`src/sv/prf_pkg.sv`:
```
package prf_pkg;

    // Default coordinate width of the command fields.
    localparam int COORD_BITS_DEF = 12;

    // Fixed register widths.
    localparam int DIM_W   = 12;
    localparam int PITCH_W = 13;
    localparam int ADDR_W  = 32;
    localparam int COLOR_W = 32;
    localparam int FILL_W  = 24;
    localparam int CFG_IDX_W  = 3;
    localparam int CFG_DATA_W = 32;

    // Register indexes of the configuration port.
    localparam logic [CFG_IDX_W-1:0] CFG_PIX_FMT         = 3'd0;
    localparam logic [CFG_IDX_W-1:0] CFG_SCREEN_WIDTH    = 3'd1;
    localparam logic [CFG_IDX_W-1:0] CFG_SCREEN_HEIGHT   = 3'd2;
    localparam logic [CFG_IDX_W-1:0] CFG_ROW_PITCH       = 3'd3;
    localparam logic [CFG_IDX_W-1:0] CFG_USE_BACK_BUFFER = 3'd4;
    localparam logic [CFG_IDX_W-1:0] CFG_FRAME_BASE      = 3'd5;
    localparam logic [CFG_IDX_W-1:0] CFG_RECT_COLOR      = 3'd6;

    // Register reset values.
    localparam logic               RST_PIX_FMT         = 1'b1;
    localparam logic [DIM_W-1:0]   RST_SCREEN_WIDTH    = 12'd1920;
    localparam logic [DIM_W-1:0]   RST_SCREEN_HEIGHT   = 12'd1080;
    localparam logic [PITCH_W-1:0] RST_ROW_PITCH       = 13'd1920;
    localparam logic               RST_USE_BACK_BUFFER = 1'b0;
    localparam logic [ADDR_W-1:0]  RST_FRAME_BASE      = 32'd0;
    localparam logic [FILL_W-1:0]  RST_RECT_COLOR      = 24'd0;

    // Pixel format codes.
    localparam logic FMT_RGB = 1'b0;

    typedef enum logic [1:0] {
        CMD_START = 2'd0,
        CMD_STEP  = 2'd1,
        CMD_IMAGE = 2'd2
    } t_cmd;

    typedef struct packed {
        logic               pix_fmt;
        logic [DIM_W-1:0]   screen_width;
        logic [DIM_W-1:0]   screen_height;
        logic [PITCH_W-1:0] row_pitch;
        logic               use_back_buffer;
        logic [ADDR_W-1:0]  frame_base;
        logic [FILL_W-1:0]  rect_color;
    } t_cfg;

    // Per-item status from the rectangle walker.
    typedef struct packed {
        logic fill_write;  // a rectangle pixel is due for this item
        logic image;       // item is an image pixel
        logic busy;
        logic last;
    } t_walk_stat;

    // Color conversion to the native layout; the red-green-blue format folds
    // red and green into the low byte and moves blue up one byte.
    function automatic logic [COLOR_W-1:0] to_native(
        input logic                fmt,
        input logic [COLOR_W-1:0]  c
    );
        logic [COLOR_W-1:0] res;
        if (fmt == FMT_RGB) begin
            res = {16'd0, c[7:0], c[23:16] | c[15:8]};
        end else begin
            res = c;
        end
        return res;
    endfunction

endpackage

```
`src/sv/prf_cmd_if.sv`:
```
interface prf_cmd_if #(
    parameter int COORD_BITS = prf_pkg::COORD_BITS_DEF
);
    logic                          valid;
    logic                          ready;
    logic [1:0]                    command;
    logic [COORD_BITS-1:0]         pos_x;
    logic [COORD_BITS-1:0]         pos_y;
    logic [COORD_BITS-1:0]         rect_width;
    logic [COORD_BITS-1:0]         rect_height;
    logic [prf_pkg::COLOR_W-1:0]   pixel_color;

    modport source (
        output valid, command, pos_x, pos_y, rect_width, rect_height, pixel_color,
        input  ready
    );
    modport sink (
        input  valid, command, pos_x, pos_y, rect_width, rect_height, pixel_color,
        output ready
    );
endinterface

```
`src/sv/prf_wr_if.sv`:
```
interface prf_wr_if;
    logic                          valid;
    logic                          ready;
    logic                          write_valid;
    logic [prf_pkg::ADDR_W-1:0]    write_offset;
    logic [prf_pkg::COLOR_W-1:0]   write_color;
    logic                          busy_res;
    logic                          last;

    modport source (
        output valid, write_valid, write_offset, write_color, busy_res, last,
        input  ready
    );
    modport sink (
        input  valid, write_valid, write_offset, write_color, busy_res, last,
        output ready
    );
endinterface

```
`src/sv/prf_cfg_regs.sv`:
```
module prf_cfg_regs (
    input  logic                              i_clk,
    input  logic                              i_rst_n,
    input  logic                              i_cfg_wr_en,
    input  logic [prf_pkg::CFG_IDX_W-1:0]     i_cfg_index,
    input  logic [prf_pkg::CFG_DATA_W-1:0]    i_cfg_data,
    output prf_pkg::t_cfg                     o_cfg
);
    import prf_pkg::*;

    t_cfg r_cfg;
    t_cfg n_cfg;

    always_comb begin
        n_cfg = r_cfg;
        if (i_cfg_wr_en) begin
            case (i_cfg_index)
                CFG_PIX_FMT:         n_cfg.pix_fmt         = i_cfg_data[0];
                CFG_SCREEN_WIDTH:    n_cfg.screen_width    = i_cfg_data[DIM_W-1:0];
                CFG_SCREEN_HEIGHT:   n_cfg.screen_height   = i_cfg_data[DIM_W-1:0];
                CFG_ROW_PITCH:       n_cfg.row_pitch       = i_cfg_data[PITCH_W-1:0];
                CFG_USE_BACK_BUFFER: n_cfg.use_back_buffer = i_cfg_data[0];
                CFG_FRAME_BASE:      n_cfg.frame_base      = i_cfg_data[ADDR_W-1:0];
                CFG_RECT_COLOR:      n_cfg.rect_color      = i_cfg_data[FILL_W-1:0];
                default:             n_cfg = r_cfg;
            endcase
        end
    end

    always_ff @(posedge i_clk) begin
        if (!i_rst_n) begin
            r_cfg.pix_fmt         <= RST_PIX_FMT;
            r_cfg.screen_width    <= RST_SCREEN_WIDTH;
            r_cfg.screen_height   <= RST_SCREEN_HEIGHT;
            r_cfg.row_pitch       <= RST_ROW_PITCH;
            r_cfg.use_back_buffer <= RST_USE_BACK_BUFFER;
            r_cfg.frame_base      <= RST_FRAME_BASE;
            r_cfg.rect_color      <= RST_RECT_COLOR;
        end else begin
            r_cfg <= n_cfg;
        end
    end

    assign o_cfg = r_cfg;

endmodule

```
`src/sv/prf_rect_walker.sv`:
```
module prf_rect_walker #(
    parameter int COORD_BITS = prf_pkg::COORD_BITS_DEF
) (
    input  logic                    i_clk,
    input  logic                    i_rst_n,
    input  logic                    i_adv,
    input  logic [1:0]              i_command,
    input  logic [COORD_BITS-1:0]   i_pos_x,
    input  logic [COORD_BITS-1:0]   i_pos_y,
    input  logic [COORD_BITS-1:0]   i_rect_width,
    input  logic [COORD_BITS-1:0]   i_rect_height,
    output logic [COORD_BITS:0]     o_x,
    output logic [COORD_BITS:0]     o_y,
    output prf_pkg::t_walk_stat     o_stat
);
    import prf_pkg::*;

    localparam int CUR_W = COORD_BITS + 1;

    logic                  r_active, n_active;
    logic [CUR_W-1:0]      r_cur_x, n_cur_x;
    logic [CUR_W-1:0]      r_cur_y, n_cur_y;
    logic [COORD_BITS-1:0] r_start_row, n_start_row;
    logic [CUR_W-1:0]      r_end_x, n_end_x;
    logic [CUR_W-1:0]      r_end_y, n_end_y;

    logic at_end_y;
    logic at_end;

    assign at_end_y = (r_cur_y == r_end_y);
    assign at_end   = at_end_y && (r_cur_x == r_end_x);

    always_comb begin
        n_active    = r_active;
        n_cur_x     = r_cur_x;
        n_cur_y     = r_cur_y;
        n_start_row = r_start_row;
        n_end_x     = r_end_x;
        n_end_y     = r_end_y;
        o_stat      = '0;
        o_x         = {1'b0, i_pos_x};
        o_y         = {1'b0, i_pos_y};
        case (i_command)
            CMD_START: begin
                n_cur_x     = {1'b0, i_pos_x};
                n_cur_y     = {1'b0, i_pos_y};
                n_start_row = i_pos_y;
                n_end_x     = {1'b0, i_pos_x} + {1'b0, i_rect_width};
                n_end_y     = {1'b0, i_pos_y} + {1'b0, i_rect_height};
                n_active    = 1'b1;
                o_stat.busy = 1'b1;
            end
            CMD_STEP: begin
                o_x = r_cur_x;
                o_y = r_cur_y;
                if (r_active) begin
                    o_stat.fill_write = 1'b1;
                    if (at_end) begin
                        o_stat.last = 1'b1;
                        n_active    = 1'b0;
                    end else if (at_end_y) begin
                        n_cur_y = {1'b0, r_start_row};
                        n_cur_x = r_cur_x + 1'b1;
                    end else begin
                        n_cur_y = r_cur_y + 1'b1;
                    end
                end
                o_stat.busy = n_active;
            end
            CMD_IMAGE: begin
                o_stat.image = 1'b1;
                o_stat.busy  = r_active;
            end
            default: begin
                o_stat.busy = r_active;
            end
        endcase
    end

    always_ff @(posedge i_clk) begin
        if (!i_rst_n) begin
            r_active    <= 1'b0;
            r_cur_x     <= '0;
            r_cur_y     <= '0;
            r_start_row <= '0;
            r_end_x     <= '0;
            r_end_y     <= '0;
        end else if (i_adv) begin
            r_active    <= n_active;
            r_cur_x     <= n_cur_x;
            r_cur_y     <= n_cur_y;
            r_start_row <= n_start_row;
            r_end_x     <= n_end_x;
            r_end_y     <= n_end_y;
        end
    end

endmodule

```
`src/sv/prf_pixel_unit.sv`:
```
module prf_pixel_unit #(
    parameter int COORD_BITS = prf_pkg::COORD_BITS_DEF
) (
    input  prf_pkg::t_cfg                  i_cfg,
    input  prf_pkg::t_walk_stat            i_stat,
    input  logic [COORD_BITS:0]            i_x,
    input  logic [COORD_BITS:0]            i_y,
    input  logic [prf_pkg::COLOR_W-1:0]    i_pixel_color,
    output logic                           o_write_valid,
    output logic [prf_pkg::ADDR_W-1:0]     o_write_offset,
    output logic [prf_pkg::COLOR_W-1:0]    o_write_color
);
    import prf_pkg::*;

    localparam int PROD_W = PITCH_W + COORD_BITS + 1;

    logic [PITCH_W-1:0] pitch;
    logic [PROD_W-1:0]  prod;
    logic [ADDR_W-1:0]  index;
    logic [COLOR_W-1:0] fill_native;
    logic [COLOR_W-1:0] image_native;
    logic               in_bounds;
    logic               want;

    assign pitch = i_cfg.use_back_buffer ? {1'b0, i_cfg.screen_width} : i_cfg.row_pitch;
    assign prod  = PROD_W'(pitch) * PROD_W'(i_y);
    assign index = ADDR_W'(prod) + ADDR_W'(i_x);

    assign in_bounds = (ADDR_W'(i_x) < ADDR_W'(i_cfg.screen_width))
                    && (ADDR_W'(i_y) < ADDR_W'(i_cfg.screen_height));

    assign fill_native  = to_native(i_cfg.pix_fmt, COLOR_W'(i_cfg.rect_color));
    assign image_native = to_native(i_cfg.pix_fmt, i_pixel_color);

    // Image pixels with a zero low byte are treated as transparent.
    assign want = i_stat.fill_write || (i_stat.image && (image_native[7:0] != 8'd0));

    assign o_write_valid  = want && in_bounds;
    assign o_write_offset = o_write_valid
                          ? (i_cfg.frame_base + {index[ADDR_W-3:0], 2'b00}) : '0;
    assign o_write_color  = !o_write_valid ? '0
                          : (i_stat.image ? image_native : fill_native);

endmodule

```
`src/sv/pixel_rect_fill_and_blit_core.sv`:
```
// Framebuffer write generator for rectangle fills and image blits. A start
// command loads an inclusive rectangle, and each following step command
// produces one pixel write of the fill color, walking down each column (y
// innermost) before moving right, with last set on the final pixel. An image
// pixel command converts its color word for the pixel format and writes it
// unless the low byte of the converted color is zero. Pixels outside the
// visible screen produce a result with write_valid low, but still advance the
// rectangle walk. Every command returns exactly one result item. The block
// takes one item per clock while the output is not stalled: the item is
// captured in an input register, then the rectangle cursor update, the pitch
// times row multiply with the address add, and the color conversion all
// complete into the result register. While a finished result waits on the
// output, a new item is still taken if the input register is empty.
// Configuration registers are written through the plain write port and should
// only be changed while no items are in flight.
module pixel_rect_fill_and_blit_core #(
    parameter int COORD_BITS = prf_pkg::COORD_BITS_DEF
) (
    input  logic                              i_clk,
    input  logic                              i_rst_n,
    input  logic                              i_cfg_wr_en,
    input  logic [prf_pkg::CFG_IDX_W-1:0]     i_cfg_index,
    input  logic [prf_pkg::CFG_DATA_W-1:0]    i_cfg_data,
    prf_cmd_if.sink                           i_cmd,
    prf_wr_if.source                          o_wr
);
    import prf_pkg::*;

    // Input register.
    logic                  r_in_valid;
    logic [1:0]            r_command;
    logic [COORD_BITS-1:0] r_pos_x;
    logic [COORD_BITS-1:0] r_pos_y;
    logic [COORD_BITS-1:0] r_rect_width;
    logic [COORD_BITS-1:0] r_rect_height;
    logic [COLOR_W-1:0]    r_pixel_color;

    // Result register.
    logic                  r_out_valid;
    logic                  r_write_valid;
    logic [ADDR_W-1:0]     r_write_offset;
    logic [COLOR_W-1:0]    r_write_color;
    logic                  r_busy_res;
    logic                  r_last;

    t_cfg                  cfg;
    t_walk_stat            stat;
    logic [COORD_BITS:0]   pix_x;
    logic [COORD_BITS:0]   pix_y;
    logic                  n_write_valid;
    logic [ADDR_W-1:0]     n_write_offset;
    logic [COLOR_W-1:0]    n_write_color;

    logic out_free;
    logic in_take;
    logic adv;

    // The result register can load when it is empty or being drained.
    assign out_free = !r_out_valid || o_wr.ready;
    assign adv      = r_in_valid && out_free;
    assign i_cmd.ready = !r_in_valid || out_free;
    assign in_take  = i_cmd.valid && i_cmd.ready;

    prf_cfg_regs u_cfg (
        .i_clk       (i_clk),
        .i_rst_n     (i_rst_n),
        .i_cfg_wr_en (i_cfg_wr_en),
        .i_cfg_index (i_cfg_index),
        .i_cfg_data  (i_cfg_data),
        .o_cfg       (cfg)
    );

    // The rectangle state only moves when the item in the input register
    // is handed to the result register.
    prf_rect_walker #(
        .COORD_BITS (COORD_BITS)
    ) u_walk (
        .i_clk         (i_clk),
        .i_rst_n       (i_rst_n),
        .i_adv         (adv),
        .i_command     (r_command),
        .i_pos_x       (r_pos_x),
        .i_pos_y       (r_pos_y),
        .i_rect_width  (r_rect_width),
        .i_rect_height (r_rect_height),
        .o_x           (pix_x),
        .o_y           (pix_y),
        .o_stat        (stat)
    );

    prf_pixel_unit #(
        .COORD_BITS (COORD_BITS)
    ) u_pix (
        .i_cfg          (cfg),
        .i_stat         (stat),
        .i_x            (pix_x),
        .i_y            (pix_y),
        .i_pixel_color  (r_pixel_color),
        .o_write_valid  (n_write_valid),
        .o_write_offset (n_write_offset),
        .o_write_color  (n_write_color)
    );

    always_ff @(posedge i_clk) begin
        if (!i_rst_n) begin
            r_in_valid <= 1'b0;
        end else if (i_cmd.ready) begin
            r_in_valid <= i_cmd.valid;
        end
    end

    always_ff @(posedge i_clk) begin
        if (in_take) begin
            r_command     <= i_cmd.command;
            r_pos_x       <= i_cmd.pos_x;
            r_pos_y       <= i_cmd.pos_y;
            r_rect_width  <= i_cmd.rect_width;
            r_rect_height <= i_cmd.rect_height;
            r_pixel_color <= i_cmd.pixel_color;
        end
    end

    always_ff @(posedge i_clk) begin
        if (!i_rst_n) begin
            r_out_valid <= 1'b0;
        end else if (out_free) begin
            r_out_valid <= r_in_valid;
        end
    end

    always_ff @(posedge i_clk) begin
        if (adv) begin
            r_write_valid  <= n_write_valid;
            r_write_offset <= n_write_offset;
            r_write_color  <= n_write_color;
            r_busy_res     <= stat.busy;
            r_last         <= stat.last;
        end
    end

    assign o_wr.valid        = r_out_valid;
    assign o_wr.write_valid  = r_write_valid;
    assign o_wr.write_offset = r_write_offset;
    assign o_wr.write_color  = r_write_color;
    assign o_wr.busy_res     = r_busy_res;
    assign o_wr.last         = r_last;

endmodule

```
`src/flat_wrapper.sv`:
```
// flat-port wrapper written by rule: the top's interface ports become plain ports
module pixel_rect_fill_and_blit_core_flat import prf_pkg::*;
#(
    parameter int COORD_BITS = prf_pkg::COORD_BITS_DEF
)
  (i_clk, i_rst_n, i_cfg_wr_en, i_cfg_index, i_cfg_data, i_cmd_valid, i_cmd_command, i_cmd_pos_x, i_cmd_pos_y, i_cmd_rect_width, i_cmd_rect_height, i_cmd_pixel_color, i_cmd_ready, o_wr_valid, o_wr_write_valid, o_wr_write_offset, o_wr_write_color, o_wr_busy_res, o_wr_last, o_wr_ready);
  prf_cmd_if #(.COORD_BITS(COORD_BITS)) i_cmd_i ();
  prf_wr_if o_wr_i ();
  input  logic i_clk;
  input  logic i_rst_n;
  input  logic i_cfg_wr_en;
  input  logic [prf_pkg::CFG_IDX_W-1:0] i_cfg_index;
  input  logic [prf_pkg::CFG_DATA_W-1:0] i_cfg_data;
  input wire logic [$bits(i_cmd_i.valid)-1:0] i_cmd_valid;
  input wire logic [$bits(i_cmd_i.command)-1:0] i_cmd_command;
  input wire logic [$bits(i_cmd_i.pos_x)-1:0] i_cmd_pos_x;
  input wire logic [$bits(i_cmd_i.pos_y)-1:0] i_cmd_pos_y;
  input wire logic [$bits(i_cmd_i.rect_width)-1:0] i_cmd_rect_width;
  input wire logic [$bits(i_cmd_i.rect_height)-1:0] i_cmd_rect_height;
  input wire logic [$bits(i_cmd_i.pixel_color)-1:0] i_cmd_pixel_color;
  output wire logic [$bits(i_cmd_i.ready)-1:0] i_cmd_ready;
  output wire logic [$bits(o_wr_i.valid)-1:0] o_wr_valid;
  output wire logic [$bits(o_wr_i.write_valid)-1:0] o_wr_write_valid;
  output wire logic [$bits(o_wr_i.write_offset)-1:0] o_wr_write_offset;
  output wire logic [$bits(o_wr_i.write_color)-1:0] o_wr_write_color;
  output wire logic [$bits(o_wr_i.busy_res)-1:0] o_wr_busy_res;
  output wire logic [$bits(o_wr_i.last)-1:0] o_wr_last;
  input wire logic [$bits(o_wr_i.ready)-1:0] o_wr_ready;
  assign i_cmd_i.valid = i_cmd_valid;
  assign i_cmd_i.command = i_cmd_command;
  assign i_cmd_i.pos_x = i_cmd_pos_x;
  assign i_cmd_i.pos_y = i_cmd_pos_y;
  assign i_cmd_i.rect_width = i_cmd_rect_width;
  assign i_cmd_i.rect_height = i_cmd_rect_height;
  assign i_cmd_i.pixel_color = i_cmd_pixel_color;
  assign i_cmd_ready = i_cmd_i.ready;
  assign o_wr_valid = o_wr_i.valid;
  assign o_wr_write_valid = o_wr_i.write_valid;
  assign o_wr_write_offset = o_wr_i.write_offset;
  assign o_wr_write_color = o_wr_i.write_color;
  assign o_wr_busy_res = o_wr_i.busy_res;
  assign o_wr_last = o_wr_i.last;
  assign o_wr_i.ready = o_wr_ready;
  pixel_rect_fill_and_blit_core #(.COORD_BITS(COORD_BITS)) u_core (.i_clk(i_clk), .i_rst_n(i_rst_n), .i_cfg_wr_en(i_cfg_wr_en), .i_cfg_index(i_cfg_index), .i_cfg_data(i_cfg_data), .i_cmd(i_cmd_i), .o_wr(o_wr_i));
endmodule
```
`config.mk`:
```
export PLATFORM = sky130hd
export DESIGN_NAME = pixel_rect_fill_and_blit_core_flat
export DESIGN_NICKNAME = d
export VERILOG_FILES = /design/src/sv/prf_pkg.sv /design/src/sv/prf_cmd_if.sv /design/src/sv/prf_wr_if.sv /design/src/sv/prf_cfg_regs.sv /design/src/sv/prf_rect_walker.sv /design/src/sv/prf_pixel_unit.sv /design/src/sv/pixel_rect_fill_and_blit_core.sv /design/src/flat_wrapper.sv
export SDC_FILE = /design/constraint.sdc
export NUM_CORES = 1
export LEC_CHECK = 0
export ABC_AREA = 1
export BUFFER_PORTS_ARGS = -buffer_cell sky130_fd_sc_hd__buf_2
export CAP_MARGIN = 20
export CORE_ASPECT_RATIO = 0.7
export CORE_MARGIN = 5
export CORE_UTILIZATION = 45
export DETAILED_ROUTE_END_ITERATION = 8
export GPL_ROUTABILITY_DRIVEN = 0
export PLACE_DENSITY = 0.72
export SLEW_MARGIN = 20
export SYNTH_ARGS = -nofsm -noshare
export SYNTH_HDL_FRONTEND = slang
export SYNTH_HIERARCHICAL = 1
export SYNTH_SLANG_ARGS = --single-unit
```
`constraint.sdc`:
```
create_clock -name i_clk -period 7.1 [get_ports i_clk]
set_input_delay 0.71 -clock i_clk [delete_from_list [all_inputs] [get_ports i_clk]]
set_output_delay 0.71 -clock i_clk [all_outputs]
set_load 0.1 [all_outputs]
```
==> impl_metrics.toml, run 1 <==
[run_status]
status = "finished, violations left"
violations = "negative setup slack"

[cts]
clk_pin_slew_ns = 0.07
numCtsBuffers = 30
clock_path_buffers = 3
clockRootBuffer = "clkbuf_16"
clk_latency_ns = 0.61
cts_max_level = 1
clock_sinks = 311
hold_buffers = 0
cts_tree = "done"

[timing]
hold_viol_final = 0
slew_violations = 0
relSlewSlack_pct = 24.1
tightest_slew_ns = 1.14
rsz0062_at_grt = "yes"
finalSetupViolCount = 10
skew_ns = 0.0440
fmaxAchievable_mhz = 139
fin_crit_sh_pct = 102
fin_ws_ns = -0.116
period_needed_ns = 7.22

[final_layout]
fin_area_um2 = 28700
fin_nets = 3982
fillers = 4814
stdcell_count = 4267
post_route_cells_drive_above_1_share_pct = 19.2
syn2layout_area_growth_pct = 20.0

[logic_synthesis]
synth_area_um2 = 23900
avgSynthCellArea_um2 = 7.40
synth_cell_types = 43
yosysWarnings = 6
ys_seq_elements = 311
synth_area_leader_cell = "edfxtp_1"
synth_top_area_share_pct = 18.7
syn_nets = 3654
seq_area_frac_synth_pct = 32.3
yosys-top-cells-area = "edfxtp_1 (19%), dfxtp_1 (14%), nand2_1 (12%)"
ys_top_cells_by_count = "nand2_1 (790), nor2_1 (547), inv_1 (494)"
synth-async-reset-ratio_pct = 0
synth_most_common_cell = "nand2_1"
synth_flop_cell = "dfxtp_1"
postSynthCellCount = 3228
synth_edf_count = 149

[power_and_ir_drop]
p_comb_share_pct = 66.1
power_frac_clock_pct = 15.0
seqPwrFrac_pct = 18.9
power.switching_mw = 4.87
irDropWorstVdd_uv = 535
cellPowerDensity_nw_per_um2 = 377
leakagePower_nw = 14.2
internal_power_mw = 5.94
p_sw_share_pct = 45.0

[floorplan]
die_y_um = 203
num_rows = 70
initial_core_util_pct = 45.6
core_area_um2 = 52400
fp.dieW_um = 285
ios = 191
dieArea_um2 = 57900

[worst_setup_path]
path_class = "flip-flop to flip-flop"
path_buf_inv = 8
cp-end-kind = "flip-flop"
arrival_ns = 7.52
crit_fanout = 13
worstSetupPathDepth = 34
start_kind = "flip-flop"
slowest_delay_ns = 0.55
r2r_cells = 34
cp_slowest_cell = "fa_1"
cpLargestDelayFamily = "adder cells"
r2r_slack_ns = -0.12
worstPathRequired_ns = 7.40

[global_route]
grt_pass1_wl_um = 109000
grt_usage_pct = 23.1
antenna_found_initial = 3
grt.overflow.total = 0
grt_pass1_vias = 20400
grt_max_degree = 83

[placement]
dp_cells = 4184
port_buffers = 190
place_area_um2 = 26600
place_ws_ns = -0.349
dp_hpwl_um = 53700

[worst_hold_path]
hp-class = "primary input to flip-flop"
holdPathStages = 1

[route]
drt_pass1_iterations = 8
wl_per_cell_um = 16.4
via_per_inst = 5.19
finalWirelength_um = 69900
vias = 22100
drtIter0Drc = 2055
ant_nets = 0
drcViolationCount = 0

[run]
cap_violations = 0
## cell type report
cell class                      instances  area, µm²  area share (%)
Clock buffer                           45        926            3.23
Tap cell                              684        856            2.99
Inverter                              522       1980            6.89
Antenna cell                            3       7.51          0.0262
Timing Repair Buffer                  393       2530            8.81
Sequential cell                       311       7720            26.9
Clock inverter                         11       80.1           0.279
Multi-Input combinational cell       2298      14600            50.9
## placed cells by master, fill, tap and decap left out, types with 33 or more instances in the layout
master,n
nand4_1,33
dfxtp_1,162
nand2_2,46
buf_4,198
a21oi_1,85
inv_2,33
nor2_1,514
fa_1,134
inv_1,480
o21ai_0,111
clkbuf_16,33
edfxtp_1,149
buf_2,189
nand2_1,742
xor2_1,36
nand3_1,186
ha_1,149
## logic make-up after synthesis
family / synth area share [%]
AND/OR/NAND/NOR: 27.8
buffers and inverters: 10.6
flip-flops: 32.3
AO/OA/AOI/OAI: 6.94
adder cells (fa/ha/maj): 20.1
XOR/XNOR: 2.20
## power by group through the flow
stage	sequential (mW)	clock, mW	combinational (mW)
6_report	2.04	1.62	7.15
4_1_cts	2.04	1.66	5.82
5_1_grt	2.05	1.74	7.75
2_1_floorplan	2.23	0	3.23
3_5_place_dp	2.07	0	5.30
3_3_place_gp	2.07	0	5.27
## what timing repair did
action | 4_1_cts | 5_1_grt
setup buffers | 10 | 14
hold endpoints to repair | 0 | 0
resized for setup | 72 | 152
setup endpoints to repair | 21 | 22
pin swaps | 16 | 31
gates cloned | 0 | 0
## worst reg2reg max path, delay by kind of cell (launching register included)
kind | cells | cell delay, ns
buffers and inverters | 8 | 0.76
DFF | 1 | 0.45
and+or+nand+nor | 13 | 1.33
xor gates and xnor gates | 1 | 0.23
AOI/OAI and AO/OA | 4 | 0.56
adders and majority gates | 8 | 3.58
## per-layer routing
metal	part of all wire (%)	wire [µm]	track usage [%]
met1	45	31100	34.3
met2	42	29600	33.8
met3	12	8090	6.79
met4	1.6	1090	3.91
met5	0.030	21	0
## path summary, 6_finish.rpt
| kind | from | endpoint |
|---|---|---|
| max | u_core/r_command[1] | u_core/o_wr.write_offset[31] |
| min | i_cmd_rect_height[8] | u_core/r_rect_height[8] |
| max reg2reg | u_core/r_command[1] | u_core/o_wr.write_offset[31] |
| min reg2reg | u_core/u_cfg/o_cfg[66] | u_core/u_cfg/o_cfg[66] |
## flip-flops by register name (all words and copies together) (netlist names), 2 cells and up
| signal | count |
|---|---|
| u_core/o_wr.write_color | 32 |
| u_core/o_wr.write_offset | 32 |
| u_core/r_command | 2 |
| u_core/r_pixel_color | 32 |
| u_core/r_pos_x | 12 |
| u_core/r_pos_y | 12 |
| u_core/r_rect_height | 12 |
| u_core/r_rect_width | 12 |
| u_core/u_cfg/o_cfg | 95 |
| u_core/u_walk/r_cur_x | 13 |
| u_core/u_walk/r_cur_y | 13 |
| u_core/u_walk/r_end_x | 13 |
| u_core/u_walk/r_end_y | 13 |
| u_core/u_walk/r_start_row | 12 |
## through the flow
stage          hold slack [ns]   TNS, ns  util (%)  power [mW]
2_1_floorplan            0.424  -0.00965         -        5.46
3_3_place_gp             0.438     -2.76      50.7        7.34
3_5_place_dp             0.445     -4.74      50.7        7.38
4_1_cts                  0.232    -0.253      53.4        9.52
5_1_grt                  0.234     -5.94      54.7        11.5
6_report                 0.269    -0.364      54.7        10.8
No activity file was read; power rests on OpenSTA's default activity.
==> run 2: changes to the inputs <==
CAP_MARGIN = not set   (was 20)
REMOVE_ABC_BUFFERS = 1   (was not set)
==> impl_metrics.toml, run 2 (synthesis gave the netlist of run 1 again) <==
[final_layout]
multi_input_area_um2 = 14600
largest_reg_flops = 95
syn2layout_area_growth_pct = 22.8
fin_util_pct = 56.0
final_common_cell = "nand2_1"
final-seq-area_um2 = 7720
fillers = 4742
fin_nets = 4046
post_route_cells_drive_above_1_share_pct = 20.9
final_cell_mix = "nand2_1 (751), nor2_1 (502), inv_1 (483)"

[cts]
hold_buffers = 0
clock_path_buffers = 3
cts_max_level = 2
clock_sinks = 311
clk_latency_ns = 0.58
numCtsBuffers = 36
cts_tree = "done"
clk_pin_slew_ns = 0.06
clockRootBuffer = "clkbuf_16"

[worst_setup_path]
crit_start = "u_core/r_command[1]"
arrival_ns = 7.69
crit_fanout = 7
worstReg2RegStart = "u_core/r_command[1]"
slowest_delay_ns = 0.59
start_kind = "flip-flop"
worstPathRequired_ns = 7.40
cp_slowest_cell = "fa_2"
path_class = "flip-flop to flip-flop"
cp-end-kind = "flip-flop"

[worst_hold_path]
hp-class = "primary input to flip-flop"
hold_start = "i_cmd_pixel_color[9]"

[global_route]
grt_pass1_vias = 21600
antenna_found_initial = 2
grt_usage_pct = 25.0
grt.overflow.total = 0
grt_pass1_wl_um = 116000
grt_max_degree = 79

[power_and_ir_drop]
seqPwrFrac_pct = 17.9
leakagePower_nw = 14.5
power.switching_mw = 5.06
p_total_mw = 11.4
internal_power_mw = 6.30
p_sw_share_pct = 44.6
cellPowerDensity_nw_per_um2 = 387
irDropWorstVdd_uv = 487
power_frac_clock_pct = 16.7
p_comb_share_pct = 65.4

[timing]
relSlewSlack_pct = 28.0
tightest_slew_ns = 1.08
fin_crit_sh_pct = 104
rsz0062_at_grt = "yes"
skew_ns = 0.0312
fin_ws_ns = -0.287
fmaxAchievable_mhz = 135
timing.hold.ws_ns = 0.303
slew_violations = 0
hold_viol_final = 0
finalSetupViolCount = 17
period_needed_ns = 7.39

[floorplan]
dieArea_um2 = 57900
ios = 191
fp.dieW_um = 285
core_area_um2 = 52400
num_rows = 70
die_y_um = 203
initial_core_util_pct = 45.6

[route]
drtIter0Drc = 2141
drt_pass1_iterations = 6
vias = 22500
finalWirelength_um = 74300
ant_nets = 0
drcViolationCount = 0
wl_per_cell_um = 17.2
via_per_inst = 5.20

[run_status]
status = "finished, violations left"
violations = "negative setup slack"

[placement]
place_ws_ns = -0.550
dp_hpwl_um = 56400
port_buffers = 190

[run]
cap_violations = 0
==> run 2: cell count changes in the layout (fill, tap and decap cells not counted), sizes merged <==
cell | previous run | this run
clkinvlp | 2 | 5
buf | 393 | 450
inv | 516 | 515
diode | 3 | 1
clkinv | 15 | 19
clkbuf | 45 | 48
bufinv | 0 | 2
==> run 2: routing by layer <==
metal / routed length (µm) / track usage [%]
met3: 8140 / 7.19
met1: 31200 / 34.1
met2: 32600 / 38.7
met5: 7 / 0.500
met4: 2300 / 7.67
==> run 2: cell type report <==
type | instances | area share (%)
diodes | 1 | 0.00853
clock buffers | 48 | 3.47
clock inverters | 18 | 0.614
inverters | 522 | 6.72
multi-input cells | 2298 | 49.7
flip-flops and latches | 311 | 26.3
well taps | 684 | 2.92
repair buffers | 450 | 10.2
repair inverters | 1 | 0.0256
==> run 2: power groups by stage <==
stage	registers [mW]	logic, mW	clock network, mW
2_1_floorplan	2.23	3.12	0
3_3_place_gp	2.07	5.48	0
3_5_place_dp	2.07	5.53	0
4_1_cts	2.04	6.51	1.93
5_1_grt	2.04	8.02	2.01
6_report	2.04	7.42	1.90
==> run 2: worst max-delay path: cells and delay by family, from the launching register on <==
kind	cells	cell delay (ns)
adders and majority gates	8	3.44
and+or+nand+nor	14	1.60
buffers and inverters	9	1.45
DFF	1	0.42
AOI/OAI and AO/OA	2	0.17
==> run 2: timing repair <==
action                                  4_1_cts  5_1_grt
endpoints found under the setup margin       21       22
buffers inserted                             22       10
pin swaps                                    64       39
gates resized for setup                     154       97
cloned                                        1        0
==> run 2: path summary, 6_finish.rpt <==
kind                                  end  slack [ns]  cells past startpoint
max reg2reg  u_core/o_wr.write_offset[24]       -0.29                     33
min               u_core/r_pixel_color[9]        0.30                      1
max          u_core/o_wr.write_offset[24]       -0.29                     33
min reg2reg        u_core/u_cfg/o_cfg[66]        0.46                      2
==> run 2: stage by stage <==
step	instances	TNS, ns	instance area (µm²)
after global placement	4234	-5.26	26900
final	4333	-2.85	29300
after floorplan	3131	-15.75	23300
after global routing	4333	-7.70	29300
after CTS	4322	-0.0672	28800
after detailed placement	4234	-7.64	26900
